### src/hdl/chd_queue.sv
// Two-entry queue between front and back ends. Depends on nothing.
`timescale 1ns / 1ps
`default_nettype none
module chd_queue #(
  parameter int DW = 8
) (
  input  wire           clk,
  input  wire           rst,
  input  wire           push,
  input  wire  [DW-1:0] wdata,
  output logic          full,
  input  wire           pop,
  output logic [DW-1:0] rdata,
  output logic          empty
);
  logic [DW-1:0] slot [2];
  logic          wp, rp;
  logic [1:0]    fill;

  assign full  = fill == 2'd2;
  assign empty = fill == 2'd0;
  assign rdata = slot[rp];

  always_ff @(posedge clk) begin
    if (rst) begin
      wp   <= 1'b0;
      rp   <= 1'b0;
      fill <= 2'd0;
    end else begin
      if (push) begin
        wp <= ~wp;
      end
      if (pop) begin
        rp <= ~rp;
      end
      fill <= fill + 2'(push) - 2'(pop);
    end
  end

  always_ff @(posedge clk) begin
    if (push) begin
      slot[wp] <= wdata;
    end
  end

endmodule
`default_nettype wire

### config.mk
export PLATFORM = sky130hd
export DESIGN_NAME = chd_queue
export DESIGN_NICKNAME = d
export VERILOG_FILES = /design/src/hdl/chd_queue.sv
export SDC_FILE = /design/constraint.sdc
export NUM_CORES = 1
export LEC_CHECK = 0
export BUFFER_PORTS_ARGS = -buffer_cell sky130_fd_sc_hd__buf_2
export CORE_MARGIN = 2
export CORE_UTILIZATION = 48
export DETAILED_ROUTE_END_ITERATION = 16
export PLACE_DENSITY_LB_ADDON = 0.05
export SLEW_MARGIN = 10
export SYNTH_ARGS = -nofsm -noshare
export SYNTH_HDL_FRONTEND = slang
export SYNTH_SLANG_ARGS = --single-unit
### constraint.sdc
create_clock -name clk -period 1.3 [get_ports clk]
set_input_delay 0.26 -clock clk [delete_from_list [all_inputs] [get_ports clk]]
set_output_delay 0.26 -clock clk [all_outputs]
set_load 0.02 [all_outputs]
==> After elaboration in Yosys (flattened, before gate mapping) <==
Memories as Yosys holds them, arrays and structs flattened. A register that Yosys moved wholly into a read port is not among the register bits.
Cells that the tools add are included.
{ "word_totals": {"reg_bits": 4, "ramBits": 16, "in_bits": 12, "output_inout_bits": 10, "elab_cells": 14, "mem_count": 1} }
{ "mem_list": {"columns": ["memory", "depth", "width", "read_ports", "rd_clocked_by_memory_dff", "wr", "line", "text"], "rows": [
  ["slot", 2, 8, 1, 1, 1, "16", "logic [DW-1:0] slot [2];"]
]} }
{ "classes": {"add_sub_neg": 2, "n_eq_ne": 1, "muxes": 4, "bitwise_logic": 2, "reduce_logical": 1} }
{ "ops": {"columns": ["operator", "n"], "rows": [
  ["1-bit two-way mux", 4],
  ["2-bit by 1-bit adder with 2-bit output", 1],
  ["2-bit == test (second input constant)", 1],
  ["2-bit zero test", 1],
  ["1-bit inverter", 2],
  ["2-bit by 1-bit subtractor with 2-bit output", 1]
]} }

==> Longest topological paths before layout <==
Gate-level depths: netlist (run 1).
{ "logic_depth": {"depth_word": 3, "mapped_depth": 6, "ltp_nobuf": 6} }

==> Worst setup path after synthesis (run 1) <==
No wires, ideal clock.
{ "synth_path": {"path_kind": "register -> register", "from": "register fill[0]", "to": "register fill[1]", "setup_ns": 0.110, "t_arrival_ns": 1.031, "required_ns": 1.190, "setup_slack_ns": 0.159, "path_stages_with_launch": 7, "path_buffers": 0, "synth_period_minus_slack_ns": 1.141, "path_cell_list": "dfxtp_1 inv_1 ha_1 inv_1 ha_1 xnor3_1 nor2_1"} }
{ "synth_between": {"elab_chain_len": 2} }
{ "synth_lines": {"columns": ["element", "line", "text"], "rows": [
  ["from (decl)", "18", "logic [1:0] fill;"],
  ["from (signal assigned)", "36", "fill <= fill + 2'(push) - 2'(pop);"],
  ["2-bit by 1-bit adder with 2-bit output", "36", null],
  ["2-bit by 1-bit subtractor with 2-bit output", "36", null]
]} }
No other way between the ends.
A chain may end at the register's enable or synchronous reset.

==> results of run 1 <==
kinds of logic (layout without fill, tap and decap cells):
logic type,after synthesis,after routing
buf+inv,3,31
mux,8,8
fa+ha+maj,2,2
flops,21,21
simple gates,9,9
xor+xnor,3,3
final cells by class:
cell class / count / area share
Clock buffer: 3 / 0.0213
Clock inverter: 1 / 0.00472
Inverter: 2 / 0.00708
Multi-Input combinational cell: 22 / 0.216
Sequential cell: 21 / 0.550
Tap cell: 16 / 0.0189
Timing Repair Buffer: 25 / 0.182
layer usage:
layer  track usage  share of wire  up-vias
li1              -              -      220
met1         0.140           0.43      206
met2         0.235           0.53       11
met3        0.0245          0.040        0
met4        0.0727              0        0
met5             0              0        -
state kept, by name, summed over array words and instances, names as in the netlist, named ones only:
signal,cells
fill,2
slot,16
wp,1
rp,1
stage by stage:
step | setup slack [ps] | setup TNS (ps)
floorplan | 159 | 0
global placement | 99.6 | 0
detailed placement | 79.3 | 0
CTS | -197 | -1480
global route | -230 | -1750
finish | -181 | -1340
synthesized netlist by cell type:
cell,number,share of area
and2_1,1,0.0079
buf_2,1,0.0063
dfxtp_1,5,0.13
edfxtp_1,16,0.61
ha_1,2,0.032
inv_1,2,0.0095
mux2_2,8,0.11
nor2_1,5,0.024
nor2b_1,3,0.024
xnor2_1,2,0.022
xnor3_1,1,0.028
how the worst max path moves through the flow:
| stage | slack (ps) | to | startpoint |
|---|---|---|---|
| after floorplan | 160 | fill[1] | fill[0] |
| after global placement | 100 | fill[1] | pop |
| after detailed placement | 80 | fill[1] | pop |
| after CTS | -200 | rdata[2] | register |
| after global routing | -230 | rdata[6] | register |
| final | -180 | rdata[6] | register |
worst register-to-register path, cell delays in order (launching register included):
cell and delay (ps):
dfxtp_2 350, inv_1 40, ha_1 260, inv_1 50, ha_1 140, xnor3_1 210, nor2_1 90
cells in the final DEF (no fill, tap or decap), types with 3 or more instances in the layout:
cell type / netlist / layout
buf_6: 0 / 10
edfxtp_1: 16 / 16
mux2_4: 0 / 8
buf_2: 1 / 13
nor2b_1: 3 / 3
clkbuf_4: 0 / 3
nor2_1: 5 / 5
dfxtp_1: 5 / 3
power by group through the flow:
stage	combinational (mW)	sequential, mW	clock [mW]
final	0.336	0.806	0.293
after detailed placement	0.275	0.819	0
after floorplan	0.184	0.811	0
after global routing	0.359	0.814	0.330
after global placement	0.271	0.816	0
after CTS	0.333	0.805	0.305
what timing repair did:
item	CTS	global route
setup endpoints to repair	8	9
gates resized for setup	24	4
pin swaps	0	0
buffers inserted	0	0
==> impl_metrics.py, run 1 <==
metrics = {
    "status": {
        "status": "finished, violations left",
        "violations": "setup timing",
    },
    "cts": {
        "cts_tree": "built",
        "clkTransAtPathRegs_ps": 110,
        "numCtsBuffers": 3,
        "clkSinkCount": 21,
        "clk_path_buf_depth": 2,
        "hold_buffers": 0,
        "root_buffer": "clkbuf_4",
        "h-tree-depth": 1,
        "insertion_delay_ps": 290,
    },
    "worst_setup_path": {
        "worstRegToRegCells": 6,
        "crit_path_frequent_cell": "buf_6",
        "rrSetupSlack_ps": 110,
        "cp_slowest_stage_delay_ps": 360,
        "endpoint_kind": "primary output",
        "critPathTopFamily": "flip-flops",
        "crit_path_cell_trace": "buf_6 > mux2_4 > buf_6",
        "crit_path_top_delay_cell": "dfxtp_2",
        "path_depth": 3,
        "critPathLaunchType": "register",
        "r2r_start": "fill[0]",
        "crit_type": "register to primary output",
        "required_ps": 1040,
        "r2r_end": "fill[1]",
        "crit_fanout": 6,
        "cp_num_buf_inv": 2,
        "cp.arrival_ps": 1220,
    },
    "logic_synthesis": {
        "synth_compound_area_frac": 0,
        "syn-instance-count": 46,
        "avgSynthCellArea_sq_um": 17.2,
        "synth_area_sq_um": 792,
        "ys_types": 11,
        "synth-simple-area-share": 0.0553,
        "synth_top_family_by_area": "multiplexers",
        "ys.warnings.count": 0,
        "synthAdderAreaFrac": 0.0316,
        "syn_nets": 60,
        "synth.area.mux_share": 0.114,
        "synth_xor_area_frac": 0.0506,
        "yosysSeqAreaShare": 0.733,
        "ys_ff_latch": 21,
    },
    "floorplan": {
        "rows": 14,
        "ios": 22,
        "die_y_microns": 44.6,
        "core-area_sq_um": 1520,
        "die_w_microns": 44.6,
        "initial_core_util": 0.520,
        "dieArea_sq_um": 1990,
    },
    "layout": {
        "multi_input_area_sq_um": 229,
        "seq_area_sq_um": 583,
        "diodes": 0,
        "fillers": 114,
        "finalNonFillerCells": 90,
        "final_area_sq_um": 1060,
        "nets": 89,
        "drive_above_1_share": 0.527,
        "finish.utilization": 0.695,
        "syn2layout_area_growth_pct": 33.8,
    },
    "route": {
        "remaining_drc_errors": 0,
        "wl_per_cell_microns": 12.2,
        "antenna_left": 0,
        "drt-initial-drc-count": 5,
        "routed_wirelength_microns": 1100,
        "viasPerCell": 4.86,
        "vias": 437,
        "drtPass1Iterations": 2,
    },
    "timing": {
        "setup_slack_ps": -181,
        "finalHoldViolations": 0,
        "clock.fmax_ghz": 0.675,
        "whs_ps": 149,
        "tightest_slew_ps": 404,
        "fin_crit_sh": 1.14,
        "setup_viol": 8,
        "relSlewSlack": 0.730,
        "skew_ps": 1.83,
        "report.final.slew_viol_count": 0,
        "rsz0062_at_grt": "yes",
        "fin_crit_ps": 1480,
    },
    "placement": {
        "dp_hpwl_microns": 826,
        "placed_cell_area_sq_um": 942,
        "place.gp.congestion": 0.683,
        "dp.cells": 86,
        "portBuffers": 21,
    },
    "worst_hold_path": {
        "hold_start": "wdata[4]",
        "hp-class": "input pin to register",
        "holdPathEnd": "slot[0][4]",
        "holdPathStages": 1,
    },
    "power": {
        "switching_share": 0.246,
        "seqPwrFrac": 0.562,
        "p_leak_nw": 0.451,
        "p_total_mw": 1.43,
        "switchingPower_uw": 353,
        "intPower_mw": 1.08,
        "power_density_nw_per_um2": 1350,
        "clockPowerShare": 0.204,
        "ir_drop_v": 0.000951,
        "combPwrFrac": 0.234,
    },
    "global_routing": {
        "antenna_found_initial": 0,
        "gr-total-overflow": 0,
        "grt_pass1_vias": 458,
        "grt_use_total": 0.130,
        "grt_max_degree": 13,
        "grt_pass1_wl_microns": 1810,
    },
    "job": {
        "cap_violations": 0,
    },
}
(Power assumes the default switching activity.)
==> run 2, diff against run 1 <==
==> constraint.sdc (replaced) <==
create_clock -name clk -period 1.4 [get_ports clk]
set_input_delay 0.28 -clock clk [delete_from_list [all_inputs] [get_ports clk]]
set_output_delay 0.28 -clock clk [all_outputs]
set_load 0.02 [all_outputs]
==> run 2 against run 1 <==
Worst hold slack improved by 26 ps; sequential share of layout area increased by 1.3 points; combinational power decreased by 15%; clock skew increased by 0.52 ps; clock power decreased by 8.2%; via count decreased by 3.2%; largest power group unchanged; the flow still finishes with violations (setup timing); utilization decreased by 1.5 points; clock-buffer cell count increased by 1; cell area decreased by 2.1%; non-clock buffer count decreased by 2; power decreased by 8.6%.
==> impl_metrics.py, run 2 (synthesized netlist as in run 1, its figures left out) <==
metrics = {
    "status": {
        "status": "finished, violations left",
        "violations": "setup timing",
    },
    "cts": {
        "clk_path_buf_depth": 2,
        "hold_buffers": 0,
        "h-tree-depth": 1,
        "clkSinkCount": 21,
        "cts_tree": "built",
        "numCtsBuffers": 3,
        "root_buffer": "clkbuf_4",
        "insertion_delay_ps": 280,
        "postCtsSetupRepairBufs": 0,
        "clkTransAtPathRegs_ps": 100,
    },
    "route": {
        "viasPerCell": 4.81,
        "routed_wirelength_microns": 1090,
        "drt-initial-drc-count": 3,
        "drtPass1Iterations": 3,
        "vias": 423,
        "remaining_drc_errors": 0,
        "antenna_left": 0,
        "wl_per_cell_microns": 12.4,
    },
    "global_routing": {
        "grt_use_met1": 0.143,
        "busiest_layer": "met2",
        "globalRouteMet3Util": 0.0286,
        "grt_max_degree": 12,
        "gr-total-overflow": 0,
        "grt_pass1_vias": 429,
        "antenna_found_initial": 0,
        "use_met2": 0.235,
        "grt_use_total": 0.127,
        "grt_pass1_wl_microns": 1740,
    },
    "layout": {
        "drive_above_1_share": 0.486,
        "reg.largest.list": "slot (16), fill (2)",
        "multi_input_area_sq_um": 229,
        "top_register": "slot",
        "final_common_cell": "edfxtp_1",
        "finalNonFillerCells": 88,
        "nets": 87,
        "diodes": 0,
        "seq_area_sq_um": 584,
        "largest_reg_flops": 16,
        "mostFrequentLayoutCells": "16 x edfxtp_1, 13 x buf_2, 8 x mux2_4, 8 x buf_6, 5 x nor2_1",
        "fillers": 106,
        "syn2layout_area_growth_pct": 31.0,
    },
    "timing": {
        "relSlewSlack": 0.750,
        "skew_ps": 2.36,
        "clock.fmax_ghz": 0.678,
        "finalHoldViolations": 0,
        "setup_slack_ps": -74.7,
        "tightest_slew_ps": 374,
        "setup_viol": 8,
        "fin_crit_ps": 1470,
        "whs_ps": 175,
        "report.final.slew_viol_count": 0,
        "rsz0062_at_grt": "yes",
        "fin_crit_sh": 1.05,
    },
    "floorplan": {
        "die_w_microns": 44.6,
        "rows": 14,
        "dieArea_sq_um": 1990,
        "core-area_sq_um": 1520,
        "initial_core_util": 0.520,
        "ios": 22,
        "die_y_microns": 44.6,
    },
    "job": {
        "cap_violations": 0,
    },
    "worst_setup_path": {
        "cp.arrival_ps": 1190,
        "critPathLaunchType": "register",
        "crit_type": "register to primary output",
        "required_ps": 1120,
        "crit_fanout": 8,
        "endpoint_kind": "primary output",
    },
    "placement": {
        "place.gp.congestion": 0.654,
        "dp.cells": 84,
        "post-place-ws_ps": 73.5,
        "dp_hpwl_microns": 781,
        "portBuffers": 21,
    },
    "power": {
        "switching_share": 0.240,
        "switchingPower_uw": 315,
        "power_density_nw_per_um2": 1260,
        "ir_drop_v": 0.000733,
        "intPower_uw": 997,
        "p_leak_nw": 0.437,
        "clockPowerShare": 0.205,
        "combPwrFrac": 0.218,
        "seqPwrFrac": 0.577,
    },
    "worst_hold_path": {
        "hp-class": "input pin to register",
    },
}
-- run 2: cell count changes in the layout (fill, tap and decap cells not counted) --
cell,change
buf_6,-2
dfxtp_4,+1
dfxtp_2,-2
clkbuf_1,+1
clkinv_2,-1
dfxtp_1,+1
-- run 2: per-layer routing --
layer | vias to the layer above | wire length (microns)
li1 | 215 | -
met1 | 197 | 471
met2 | 11 | 562
met3 | 0 | 54
met4 | 0 | 0
met5 | - | 0
-- run 2: area by class of cell --
cell class                 instances  share of cell area
sequential                        21               0.563
tap                               16              0.0193
timing repair buffer              23               0.164
multi-input combinational         22               0.221
clock buffer                       4              0.0253
inverter                           2             0.00724
-- run 2: worst max-delay path, cell delays in order, from the launching register on --
cell     delay, ps
dfxtp_4        450
mux2_4         320
buf_6          130
-- run 2: per-stage QoR --
stage | setup TNS, ps | total power [mW] | instance area (sq um) | util
final | -559 | 1.31 | 1040 | 0.681
after detailed placement | 0 | 1.00 | 927 | 0.608
after global routing | -919 | 1.38 | 1040 | 0.681
after global placement | 0 | 1.00 | 927 | 0.608
after CTS | -668 | 1.33 | 1040 | 0.681
after floorplan | 0 | 0.924 | 792 | -
-- run 2: what timing repair did --
item,CTS,global route
pin swaps,0,0
resized for setup,26,0
endpoints found under the setup margin,8,8
cloned,0,0
-- run 2: power by group through the flow --
stage          combinational [mW]  clock, mW  sequential, mW
2_1_floorplan               0.171          0           0.753
3_3_place_gp                0.237          0           0.765
3_5_place_dp                0.238          0           0.766
4_1_cts                     0.289      0.282           0.757
5_1_grt                     0.312      0.303           0.764
6_report                    0.286      0.269           0.757
-- run 2: worst paths after layout --
| kind | startpoint | end | slack (ps) | cells after the start |
|---|---|---|---|---|
| max | register | rdata[5] | -70 | 2 |
| min | wdata[0] | slot[0][0] | 170 | 1 |
| max reg2reg | fill[0] | fill[1] | 220 | 6 |
| min reg2reg | rp | register | 540 | 2 |
