--- src/hdl/chd_pkg.sv ---
// Shared types, constants and hash/compare helpers for the chained hash
// name directory. No dependencies.
`timescale 1ns / 1ps
`default_nettype none
package chd_pkg;

  typedef logic [1:0] op_t;

  localparam op_t OP_CLEAR  = 2'd0;
  localparam op_t OP_INSERT = 2'd1;
  localparam op_t OP_LOOKUP = 2'd2;

  localparam int          NAME_CHARS = 8;
  localparam int          NAME_W     = 64;
  localparam int          BC_W       = 13;
  localparam int          IDX_OUT_W  = 12;
  localparam logic [31:0] HASH_SEED  = 32'd1315423911;
  localparam logic [BC_W-1:0] BC_RESET = 13'd4096;

  typedef enum logic [1:0] {
    F_IDLE,
    F_HASH,
    F_DIV,
    F_OUT
  } front_state_t;

  typedef enum logic [2:0] {
    B_SWEEP,
    B_IDLE,
    B_INS,
    B_LK_HEAD,
    B_LK_CMP
  } back_state_t;

  function automatic logic [7:0] fold_case(input logic [7:0] c);
    if (c >= 8'h61 && c <= 8'h7A) begin
      return c - 8'h20;
    end
    return c;
  endfunction

  function automatic logic [31:0] hash_step(input logic [31:0] h, input logic [7:0] c);
    return h ^ ((h << 5) + {24'd0, fold_case(c)} + (h >> 2));
  endfunction

  function automatic logic names_match(input logic [NAME_W-1:0] a,
                                       input logic [NAME_W-1:0] b);
    logic       ok;
    logic       done;
    logic [7:0] x;
    logic [7:0] y;
    ok   = 1'b1;
    done = 1'b0;
    for (int k = 0; k < NAME_CHARS; k++) begin
      x = fold_case(a[8*k +: 8]);
      y = fold_case(b[8*k +: 8]);
      if (!done) begin
        if (x != y) begin
          ok   = 1'b0;
          done = 1'b1;
        end else if (x == 8'd0) begin
          done = 1'b1;
        end
      end
    end
    return ok;
  endfunction

endpackage
`default_nettype wire

--- src/hdl/chd_front.sv ---
// Front end: accepts words, hashes the name one character a cycle and
// reduces the hash modulo the bucket count bit-serially. Uses chd_pkg.
`timescale 1ns / 1ps
`default_nettype none
module chd_front #(
  parameter int MAX_ENTRIES = 4096,
  parameter int IW = $clog2(MAX_ENTRIES)
) (
  input  wire                         clk,
  input  wire                         rst,
  input  wire                         in_valid,
  output logic                        in_ready,
  input  wire  chd_pkg::op_t          in_op,
  input  wire  [chd_pkg::NAME_W-1:0]  in_name,
  input  wire  [chd_pkg::BC_W-1:0]    bucket_count,
  output logic                        q_push,
  input  wire                         q_full,
  output chd_pkg::op_t                q_op,
  output logic [chd_pkg::NAME_W-1:0]  q_name,
  output logic [IW-1:0]               q_bucket
);
  import chd_pkg::*;

  front_state_t      state, state_next;
  op_t               op;
  logic [NAME_W-1:0] name;
  logic [31:0]       h;
  logic [2:0]        k;
  logic [4:0]        cnt;
  logic [BC_W:0]     rem;
  logic [BC_W-1:0]   nb;
  logic [BC_W:0]     trial;
  logic [7:0]        c;

  always_comb begin
    if (bucket_count == '0) begin
      nb = BC_W'(1);
    end else if (32'(bucket_count) > 32'(MAX_ENTRIES)) begin
      nb = BC_W'(MAX_ENTRIES);
    end else begin
      nb = bucket_count;
    end
  end

  assign c     = name[8*k +: 8];
  assign trial = {rem[BC_W-1:0], h[31]};

  always_comb begin
    state_next = state;
    in_ready   = 1'b0;
    q_push     = 1'b0;
    unique case (state)
      F_IDLE: begin
        in_ready = 1'b1;
        if (in_valid) begin
          state_next = (in_op == OP_INSERT || in_op == OP_LOOKUP) ? F_HASH : F_OUT;
        end
      end
      F_HASH: begin
        if (c == 8'd0 || k == 3'd7) begin
          state_next = F_DIV;
        end
      end
      F_DIV: begin
        if (cnt == 5'd31) begin
          state_next = F_OUT;
        end
      end
      F_OUT: begin
        q_push = !q_full;
        if (!q_full) begin
          state_next = F_IDLE;
        end
      end
      default: state_next = F_IDLE;
    endcase
  end

  always_ff @(posedge clk) begin
    if (rst) begin
      state <= F_IDLE;
    end else begin
      state <= state_next;
    end
  end

  always_ff @(posedge clk) begin
    case (state)
      F_IDLE: begin
        op   <= in_op;
        name <= in_name;
        h    <= HASH_SEED;
        k    <= 3'd0;
        rem  <= '0;
        cnt  <= 5'd0;
      end
      F_HASH: begin
        if (c != 8'd0) begin
          h <= hash_step(h, c);
        end
        k <= k + 3'd1;
      end
      F_DIV: begin
        h   <= h << 1;
        cnt <= cnt + 5'd1;
        if (trial >= {1'b0, nb}) begin
          rem <= trial - {1'b0, nb};
        end else begin
          rem <= trial;
        end
      end
      default: begin
      end
    endcase
  end

  assign q_op     = op;
  assign q_name   = name;
  assign q_bucket = IW'(rem);

endmodule
`default_nettype wire

--- config.mk ---
export PLATFORM = sky130hd
export DESIGN_NAME = chd_front
export DESIGN_NICKNAME = d
export VERILOG_FILES = /design/src/hdl/chd_pkg.sv /design/src/hdl/chd_front.sv
export SDC_FILE = /design/constraint.sdc
export NUM_CORES = 1
export LEC_CHECK = 0
export BUFFER_PORTS_ARGS = -buffer_cell sky130_fd_sc_hd__buf_2
export CORE_UTILIZATION = 61
export CTS_CLUSTER_SIZE = 24
export DETAILED_ROUTE_END_ITERATION = 7
export GPL_TIMING_DRIVEN = 0
export HOLD_SLACK_MARGIN = 0.15
export MAX_ROUTING_LAYER = met4
export PLACE_DENSITY = 0.87
export SLEW_MARGIN = 40
export SYNTH_ARGS = -nofsm -noshare
export SYNTH_HDL_FRONTEND = slang
export SYNTH_SLANG_ARGS = --single-unit
export TNS_END_PERCENT = 50
--- constraint.sdc ---
create_clock -name clk -period 7.9 [get_ports clk]
set_input_delay 0.395 -clock clk [delete_from_list [all_inputs] [get_ports clk]]
set_output_delay 0.395 -clock clk [all_outputs]
set_load 0.02 [all_outputs]
# Yosys cells after proc, flatten, opt, wreduce, memory -nomap -nowiden
# Cells that the tools add are included.
[word_totals] ram_bits=0 input_bits=83 rom_bits=0 elab_cells=67 regBits=121 output_inout_bits=80 memories=0 latch_bits=0
[classes] muxes=23 n_mul=0 bitwise=1 n_shift=1 reduce_logical=13 eq_ne=12 div_mod_pow=0 magnitude_cmp=4 add_sub_neg=6
[ops] operator="32-bit one-hot mux with 3 select lines" count=1
[ops] operator="64-bit by 7-bit variable part select with 8-bit output" count=1
[ops] operator="13-bit 2-to-1 mux" count=3
[ops] operator="32-bit by 30-bit adder with 32-bit output" count=1
[ops] operator="32-bit by 8-bit adder with 32-bit output" count=1
[ops] operator="32-bit 2-to-1 mux" count=1
[ops] operator="8-bit 2-to-1 mux" count=4
[ops] operator="32-bit XOR" count=1
[ops] operator="13-bit one-hot mux with 2 select lines" count=1
[ops] operator="14-bit by 13-bit greater-or-equal comparator with 1-bit output" count=1
[ops] operator="13-bit greater-than comparator (second input constant)" count=1
[ops] operator="13-bit logical NOT" count=1
[ops] operator="13-bit subtractor" count=1
[ops] operator="2-bit 2-to-1 mux" count=5
[ops] operator="2-bit inequality test (second input constant)" count=5
[ops] operator="5-bit one-hot mux with 2 select lines" count=1
[ops] operator="8-bit by 7-bit greater-or-equal comparator with 1-bit output (second input constant)" count=1
[ops] operator="8-bit by 7-bit less-or-equal comparator with 1-bit output (second input constant)" count=1
[ops] operator="8-bit logical NOT" count=1
[ops] operator="2-bit one-hot mux with 4 select lines" count=1
[ops] operator="8-bit nonzero test" count=1
[ops] operator="8-bit by 6-bit subtractor with 8-bit output (second input constant)" count=1
[ops] operator="2-bit equality test (second input constant)" count=3
[ops] operator="3-bit one-hot mux with 2 select lines" count=1
[ops] operator="14 further kinds" count=21

# Depth between registers and ports, before layout
# Gate-level depths: netlist (run 1).
[depth] depth_word=14 ltp_mapped=20 mapped_depth_nobuf=18

# Least setup slack after synthesis (run 1)
# No wires, ideal clock.
[synth_timing] kind="register to register" start="register state[0]" end="register h[0], enable pin" t_required_ns=7.468 arrival_ns=4.664 setup_slack_ns=2.804 setup_time_ns=0.432 stages_incl_launch_ff=7 n_path_buf=0 period_less_slack_ns=5.096 cell_sequence="dfxtp_1 inv_1 ha_1 inv_1 nand2_1 nor2_1 a21oi_1"
[synth_between] elab_chain_len=3 word_cells_on_any_way=6 cone_classes="3 x eq/ne; 3 x reduce/logical"
[synth_rtl] item="start, declared" line="chd_front.sv:24" source="front_state_t state, state_next;"
[synth_rtl] item="start signal, assigned" line="chd_front.sv:83" source="state <= state_next;"
[synth_rtl] item="2-bit by 1-bit equality test with 1-bit output (tied with other cells)" line="chd_front.sv:88" source="case (state)"
[synth_rtl] item="2-bit inequality test (no line) or 3-bit nonzero test (tied branches)"
[synth_rtl] item="2-bit AND reduction (no line) (*)"
[synth_rtl] item="end signal, assigned" line="chd_front.sv:99" source="h <= hash_step(h, c);"
[synth_rtl] item="end signal, assigned" line="chd_front.sv:104" source="h <= h << 1;"
[synth_rtl] item="end, declared" line="chd_front.sv:27" source="logic [31:0] h;"
# Every way passes the cells marked *; elsewhere a longest branch is shown, timed or not.
# A chain may end at the register's enable or synchronous reset.

# Worst setup path after layout (run 1)
[layout_timing] start="register k[1]" end="register h[31], data pin"
[layout_between] elab_chain_len=14 word_cells_on_any_way=17 cone_classes="3 x add/sub; 2 x order compare; 1 x shift; 9 x mux; 1 x bitwise; 1 x reduce/logical"
[layout_rtl] item="start, declared" line="chd_front.sv:28" source="logic [2:0] k;"
[layout_rtl] item="start signal, assigned" line="chd_front.sv:101" source="k <= k + 3'd1;"
[layout_rtl] item="64-bit by 7-bit variable part select with 8-bit output (*)" line="chd_front.sv:45" source="assign c = name[8*k +: 8];"
[layout_rtl] item="8-bit by 7-bit greater-or-equal comparator with 1-bit output or 8-bit by 7-bit less-or-equal comparator with 1-bit output (tied branches)" line="chd_pkg.sv:36" source="if (c >= 8'h61 && c <= 8'h7A) begin"
[layout_rtl] item="1-bit logical AND" line="chd_pkg.sv:36"
[layout_rtl] item="1-bit 2-to-1 mux" line="chd_pkg.sv:36"
[layout_rtl] item="1-bit 2-to-1 mux" line="chd_front.sv:98" source="if (c != 8'd0) begin"
[layout_rtl] item="1-bit 2-to-1 mux" line="chd_front.sv:88"
[layout_rtl] item="8-bit 2-to-1 mux (*)" line="chd_pkg.sv:39" source="return c;"
[layout_rtl] item="8-bit 2-to-1 mux (*)" line="chd_front.sv:98"
[layout_rtl] item="8-bit 2-to-1 mux (*)" line="chd_front.sv:88"
[layout_rtl] item="32-bit by 8-bit adder with 32-bit output (*)" line="chd_pkg.sv:43" source="return h ^ ((h << 5) + {24'd0, fold_case(c)} + (h >> 2));"
[layout_rtl] item="32-bit by 30-bit adder with 32-bit output (*)" line="chd_pkg.sv:43"
[layout_rtl] item="32-bit XOR (*)" line="chd_pkg.sv:43"
[layout_rtl] item="32-bit 2-to-1 mux (*)" line="chd_front.sv:98"
[layout_rtl] item="32-bit one-hot mux with 3 select lines (*)" line="chd_front.sv:88"
# Every way passes the cells marked *; elsewhere a longest branch is shown, timed or not. The select of a mux whose other input is x is not followed.

==> results of run 1 <==
metrics by stage:
| stage | hold WS [ps] | util, % | std cells |
|---|---|---|---|
| final | 160.3 | 81.13 | 1132 |
| after global routing | 160.4 | 81.13 | 1132 |
| after CTS | 155.4 | 81.11 | 1132 |
| after detailed placement | 564.2 | 71.95 | 1037 |
| after global placement | 549.4 | 71.40 | 1034 |
| after floorplan | 459.6 | - | 700 |
layer usage:
metal / up-vias / routed length (um)
li1: 3160 / -
met1: 3552 / 9600
met2: 671 / 12660
met3: 186 / 3099
met4: 0 / 1737
met5: - / 0
flip-flops by register name, summed over array words and instances, names as in the netlist:
| signal | flops |
|---|---|
| cnt | 5 |
| h | 32 |
| k | 3 |
| q_name | 64 |
| q_op | 2 |
| rem | 13 |
| state | 2 |
logic make-up after synthesis:
group           Yosys count
simple gates            178
compound gates          167
flops                   121
fa+ha+maj                84
xor+xnor                 63
buf+inv                  59
mux                      28
repair_timing:
action | CTS | global route
hold endpoints to repair | 63 | 0
setup endpoints to repair | 0 | 0
setup buffers | 0 | 0
hold buffers | 63 | 0
worst max-delay path: stages, from the launching register on:
cell and delay (ps):
edfxtp_1 360, clkbuf_1 360, buf_2 380, mux4_2 360, mux2_4 330, nor2_2 100
nand2_2 90, o21ai_0 220, nor2_1 140, a31oi_1 300, fa_1 470, ha_1 420
a21o_1 230, nor3_1 270, a211oi_2 180, nor3_1 360, o21ai_1 260, a2111oi_0 680
o21ba_2 250, o211ai_1 80
final cells by class:
cell class,instances,area [sq um]
multi-input combinational,520,4214
sequential,121,3613
fill,628,2410
timing repair buffer,228,1488
clock buffer,18,429.2
tap,172,215.2
buffer,32,191.4
clock inverter,14,111.4
inverter,27,101.3
worst max-delay path by stage:
stage,startpoint,end,slack (ps),cells past startpoint
detailed placement,k[1],h[31],2220,19
global route,k[1],h[31],1660,17
CTS,k[1],h[31],2160,19
finish,k[1],h[31],1770,19
global placement,state[0],h[23],1290,6
floorplan,state[0],h[0],2800,6
cells in the final DEF, fill, tap and decap left out, types with 18 or more instances in the layout:
cell type,count
buf_2,164
dlygate4sd3_1,63
a21o_1,18
nor2_1,39
xor2_1,19
ha_1,78
o21ai_0,26
a21oi_1,36
edfxtp_1,119
inv_1,25
xnor2_1,44
nand2_1,70
==> results.yml, run 1 <==
outcome:
  status: "complete, no violations"
sta:
  rsz0062_at_grt: "false"
  hold_viol: 0
  finalSetupViolCount: 0
  worst_slack_ps: 1775
  max_freq_ghz: 0.1633
  tightest_slew_ps: 791.4
  maxSlewViolCount: 0
  finalCriticalPeriod_ps: 6125
  fin_skew_ps: 13.13
  post-route-period-util_pct: 77.54
  slew_headroom_pct: 47.24
  setup_tns_ps: 0
cells_and_area:
  antennaDiodeCount: 0
  syn2layout_area_growth_pct: 28.04
  drive_gt1_share_pct: 25.31
  final_nets: 1114
  fin_area_sq_um: 10360
placement:
  pre_cts_slack_ps: 2224
  gp_congestion: 0.9401
  hpwl_mm: 14.94
  post_dp_cell_area_sq_um: 9190
  portBuffers: 162
critical_path:
  end_kind: "flop"
  cp-start-kind: "flop"
  rrSetupSlack_ps: 1770
  cp.required_ps: 8070
  crit_type: "reg2reg"
  path_max_fanout: 10
  r2r_start: "k[1]"
  rr_endpoint: "h[31]"
  worstPathArrival_ps: 6300
  r2r_cells: 19
route:
  dr.first_iter.drc_count: 1232
  ant_nets: 0
  drc: 0
  wl_per_cell_um: 23.94
  num_vias: 7569
  vias_per_cell: 6.686
  wirelength_mm: 27.10
  first_pass_iters: 8
floorplan:
  pin_count: 163
  fp.dieH_um: 117.2
  initial_core_util_pct: 63.37
  coreArea_sq_um: 12770
  die_x_um: 117.2
  dieArea_sq_um: 13730
  fp-row-count: 41
synth:
  yosys.area.top_type: "edfxtp_1"
  synth-xor-area-share_pct: 6.817
  synth_edf_count: 119
  synth_mux_area_share_pct: 6.585
  synth-seq-cells: 121
  ys_async_sr_fraction_pct: 0
  yosysMostFrequentCell: "edfxtp_1"
  synth_compound_area_share_pct: 14.62
  synth.distinct_cells: 72
  synthFlopType: "edfxtp_1"
  avgSynthCellArea_sq_um: 11.56
  ys_seq_area_share_pct: 44.64
  ys_top_cells_by_count: "edfxtp_1 (119), ha_1 (79), nand2_1 (71), xnor2_1 (44), nor2_1 (39)"
  synth_top_area_share_pct: 44.15
  syn-num-nets: 867
  syn_inst: 700
  synth_top_family_by_area: "compound AO/OA/AOI/OAI gates"
  ys_warn_count: 0
  synth_area_leaders: "edfxtp_1 (44%), ha_1 (12%), xnor2_1 (4.8%), nand2_1 (3.3%), mux4_1 (2.9%)"
  synth_fa_ha_area_share_pct: 13.45
  syn_area_sq_um: 8094
  yosys.area_share.simple_pct: 10.26
grt:
  busiest_layer: "met2"
  grt_max_degree: 36
  grt_first_pass_wirelength_mm: 40.75
  gr-total-overflow: 0
  grt_usage_pct: 42.62
  antenna_found_initial: 0
  use_met2_pct: 66.71
  met3_usage_pct: 12.05
  grt_pass1_vias: 7326
  use_met1_pct: 49.36
min_path:
  hold_path.class: "in2reg"
  whs_path_depth: 2
  holdPathEnd: "state[1]"
  min_from: "rst"
clock_network:
  ctsResizeCount: 0
  cts_buffer_depth: 2
  clk_latency_ps: 440
  clk_pin_slew_ps: 70
  cts_made_buffers: 17
  cts_root_buf: "clkbuf_16"
  htreeDepth: 4
  cts_sinks: 121
  cts_tree: "done"
run:
  cap_violations: 0
Power of run 1 is not shown: default switching activity piles up to over one toggle a cycle in this logic, so the estimate is an artifact.
==> run 2, diff against run 1 <==
ABC_AREA = 1   (was not set)
CORE_UTILIZATION = 52   (was 61)
PLACE_DENSITY = 0.78   (was 0.87)
clock period = 4.9 ns   (was 7.9 ns; I/O delays follow)
==> results.yml, run 2 <==
sta:
  post-route-period-util_pct: 87.62
  tightest_slew_ps: 814.8
  holdWs_ps: 280.5
  slew_headroom_pct: 45.62
  max_freq_ghz: 0.2329
  finalCriticalPeriod_ps: 4294
  fin_skew_ps: 16.69
  maxSlewViolCount: 0
  setup_tns_ps: 0
  worst_slack_ps: 606.5
  rsz0062_at_grt: "false"
  finalSetupViolCount: 0
  hold_viol: 0
run:
  cap_violations: 0
floorplan:
  coreArea_sq_um: 16520
  dieArea_sq_um: 17360
  fp-row-count: 47
  die_x_um: 131.8
  initial_core_util_pct: 52.99
  fp.dieH_um: 131.8
  pin_count: 163
route:
  drc: 0
  ant_nets: 0
  num_vias: 8735
  dr.first_iter.drc_count: 715
  wl_per_cell_um: 18.05
  wirelength_mm: 27.80
  first_pass_iters: 5
  vias_per_cell: 5.672
synth:
  syn_inst: 1056
  synth_mux_area_share_pct: 0
  synth_top_family_by_area: "simple AND/OR/NAND/NOR gates"
  ys_warn_count: 0
  ys_seq_area_share_pct: 41.26
  synth_area_leaders: "edfxtp_1 (41%), nand2_1 (12%), ha_1 (11%), inv_1 (5.6%), a21oi_1 (5.5%)"
  yosysMostFrequentCell: "nand2_1"
  synthFlopType: "edfxtp_1"
  syn-num-nets: 1223
  ys_top_cells_by_count: "nand2_1 (274), inv_1 (130), edfxtp_1 (119), a21oi_1 (97), nand3_1 (84)"
  synth_top_area_share_pct: 40.81
  synth-seq-cells: 121
  avgSynthCellArea_sq_um: 8.293
  synth_fa_ha_area_share_pct: 12.43
  synth_compound_area_share_pct: 10.69
  ys_async_sr_fraction_pct: 0
  synth.distinct_cells: 41
  yosys.area.top_type: "edfxtp_1"
  yosys.area_share.simple_pct: 22.20
  syn_area_sq_um: 8757
  synth_edf_count: 119
  synth-xor-area-share_pct: 4.701
cells_and_area:
  layout_commonest_cell: "nand2_1"
  fin_area_sq_um: 11190
  layout_common_cells: "nand2_1 (274), buf_2 (166), inv_1 (130)"
  nFillCells: 1265
  drive_gt1_share_pct: 18.64
  syn2layout_area_growth_pct: 27.76
  antennaDiodeCount: 0
  largest_reg_flops: 64
  final_nets: 1474
critical_path:
  worstPathArrival_ps: 4480
  rrSetupSlack_ps: 610
  end_kind: "flop"
  path_max_fanout: 10
  cp-start-kind: "flop"
  cp.required_ps: 5090
  crit_type: "reg2reg"
min_path:
  hold_path.class: "in2reg"
clock_network:
  cts_tree: "done"
  cts_root_buf: "clkbuf_16"
  cts_made_buffers: 17
  cts_sinks: 121
  cts_buffer_depth: 2
  postCtsSetupRepairBufs: 0
  clk_latency_ps: 440
  ctsResizeCount: 0
  clk_pin_slew_ps: 70
  htreeDepth: 4
grt:
  gr-total-overflow: 0
  grt_pass1_vias: 8712
  busiest_layer: "met2"
  grt_max_degree: 38
  antenna_found_initial: 0
  use_met1_pct: 40.79
  grt_usage_pct: 33.80
  met3_usage_pct: 5.921
  grt_first_pass_wirelength_mm: 44.21
  use_met2_pct: 54.23
placement:
  post_dp_cell_area_sq_um: 9917
  gp_congestion: 0.9556
  hpwl_mm: 18.24
  pre_cts_slack_ps: 880.8
  portBuffers: 162
outcome:
  status: "complete, no violations"
-- run 2: cells by family after synthesis --
kind of cell | count (synthesis)
buffers and inverters | 169
AO/OA/AOI/OAI | 174
adder cells (fa/ha/maj) | 84
flip-flops | 121
XOR/XNOR | 47
AND/OR/NAND/NOR | 461
-- run 2: final timing paths --
check / from / cells after the start / endpoint
worst max register to register: k[0] / 22 / h[25]
worst min-delay path: q_full / 4 / state[1]
worst min register to register: state[1] / 2 / state[1]
worst max-delay path: k[0] / 22 / h[25]
-- run 2: timing repair --
item	4_1_cts	5_1_grt
setup endpoints to repair	0	0
hold buffers	67	0
hold endpoints to repair	68	0
-- run 2: cell type report --
class / count / area [sq um] / share of cell area, %
clock buffer: 17 / 425.4 / 3.802
clock inverter: 15 / 175.2 / 1.566
tap: 220 / 275.3 / 2.460
sequential: 121 / 3613 / 32.30
timing repair buffer: 232 / 1531 / 13.69
inverter: 132 / 503.0 / 4.496
multi-input combinational: 766 / 4404 / 39.36
buffer: 37 / 260.3 / 2.326
-- run 2: critical path, cell delays in order (launching register included) --
cell	delay (ps)
edfxtp_1	410
buf_6	170
inv_8	70
buf_6	150
nand2_1	60
nand3_1	100
nand3_1	120
nand2_1	190
nand2_1	80
nor2_1	160
nand3_1	130
o21ai_1	200
fa_1	440
ha_1	390
nand2_1	160
o21ai_0	260
nor2_1	110
o21ai_0	400
nand3_1	160
nand2_1	90
nand2_1	50
nand3_1	70
nand2_1	60
-- run 2: metal layers --
layer | up-vias | wire [um]
met5 | - | 0
met4 | 0 | 1268
met3 | 103 | 2234
met2 | 496 | 13100
met1 | 4086 | 11210
li1 | 4050 | -
-- run 2: metrics by stage --
step | cells | util (%)
floorplan | 1056 | -
global placement | 1438 | 59.57
detailed placement | 1441 | 60.01
CTS | 1540 | 67.71
global route | 1540 | 67.71
finish | 1540 | 67.71
Power of run 2 is left out for the same reason.
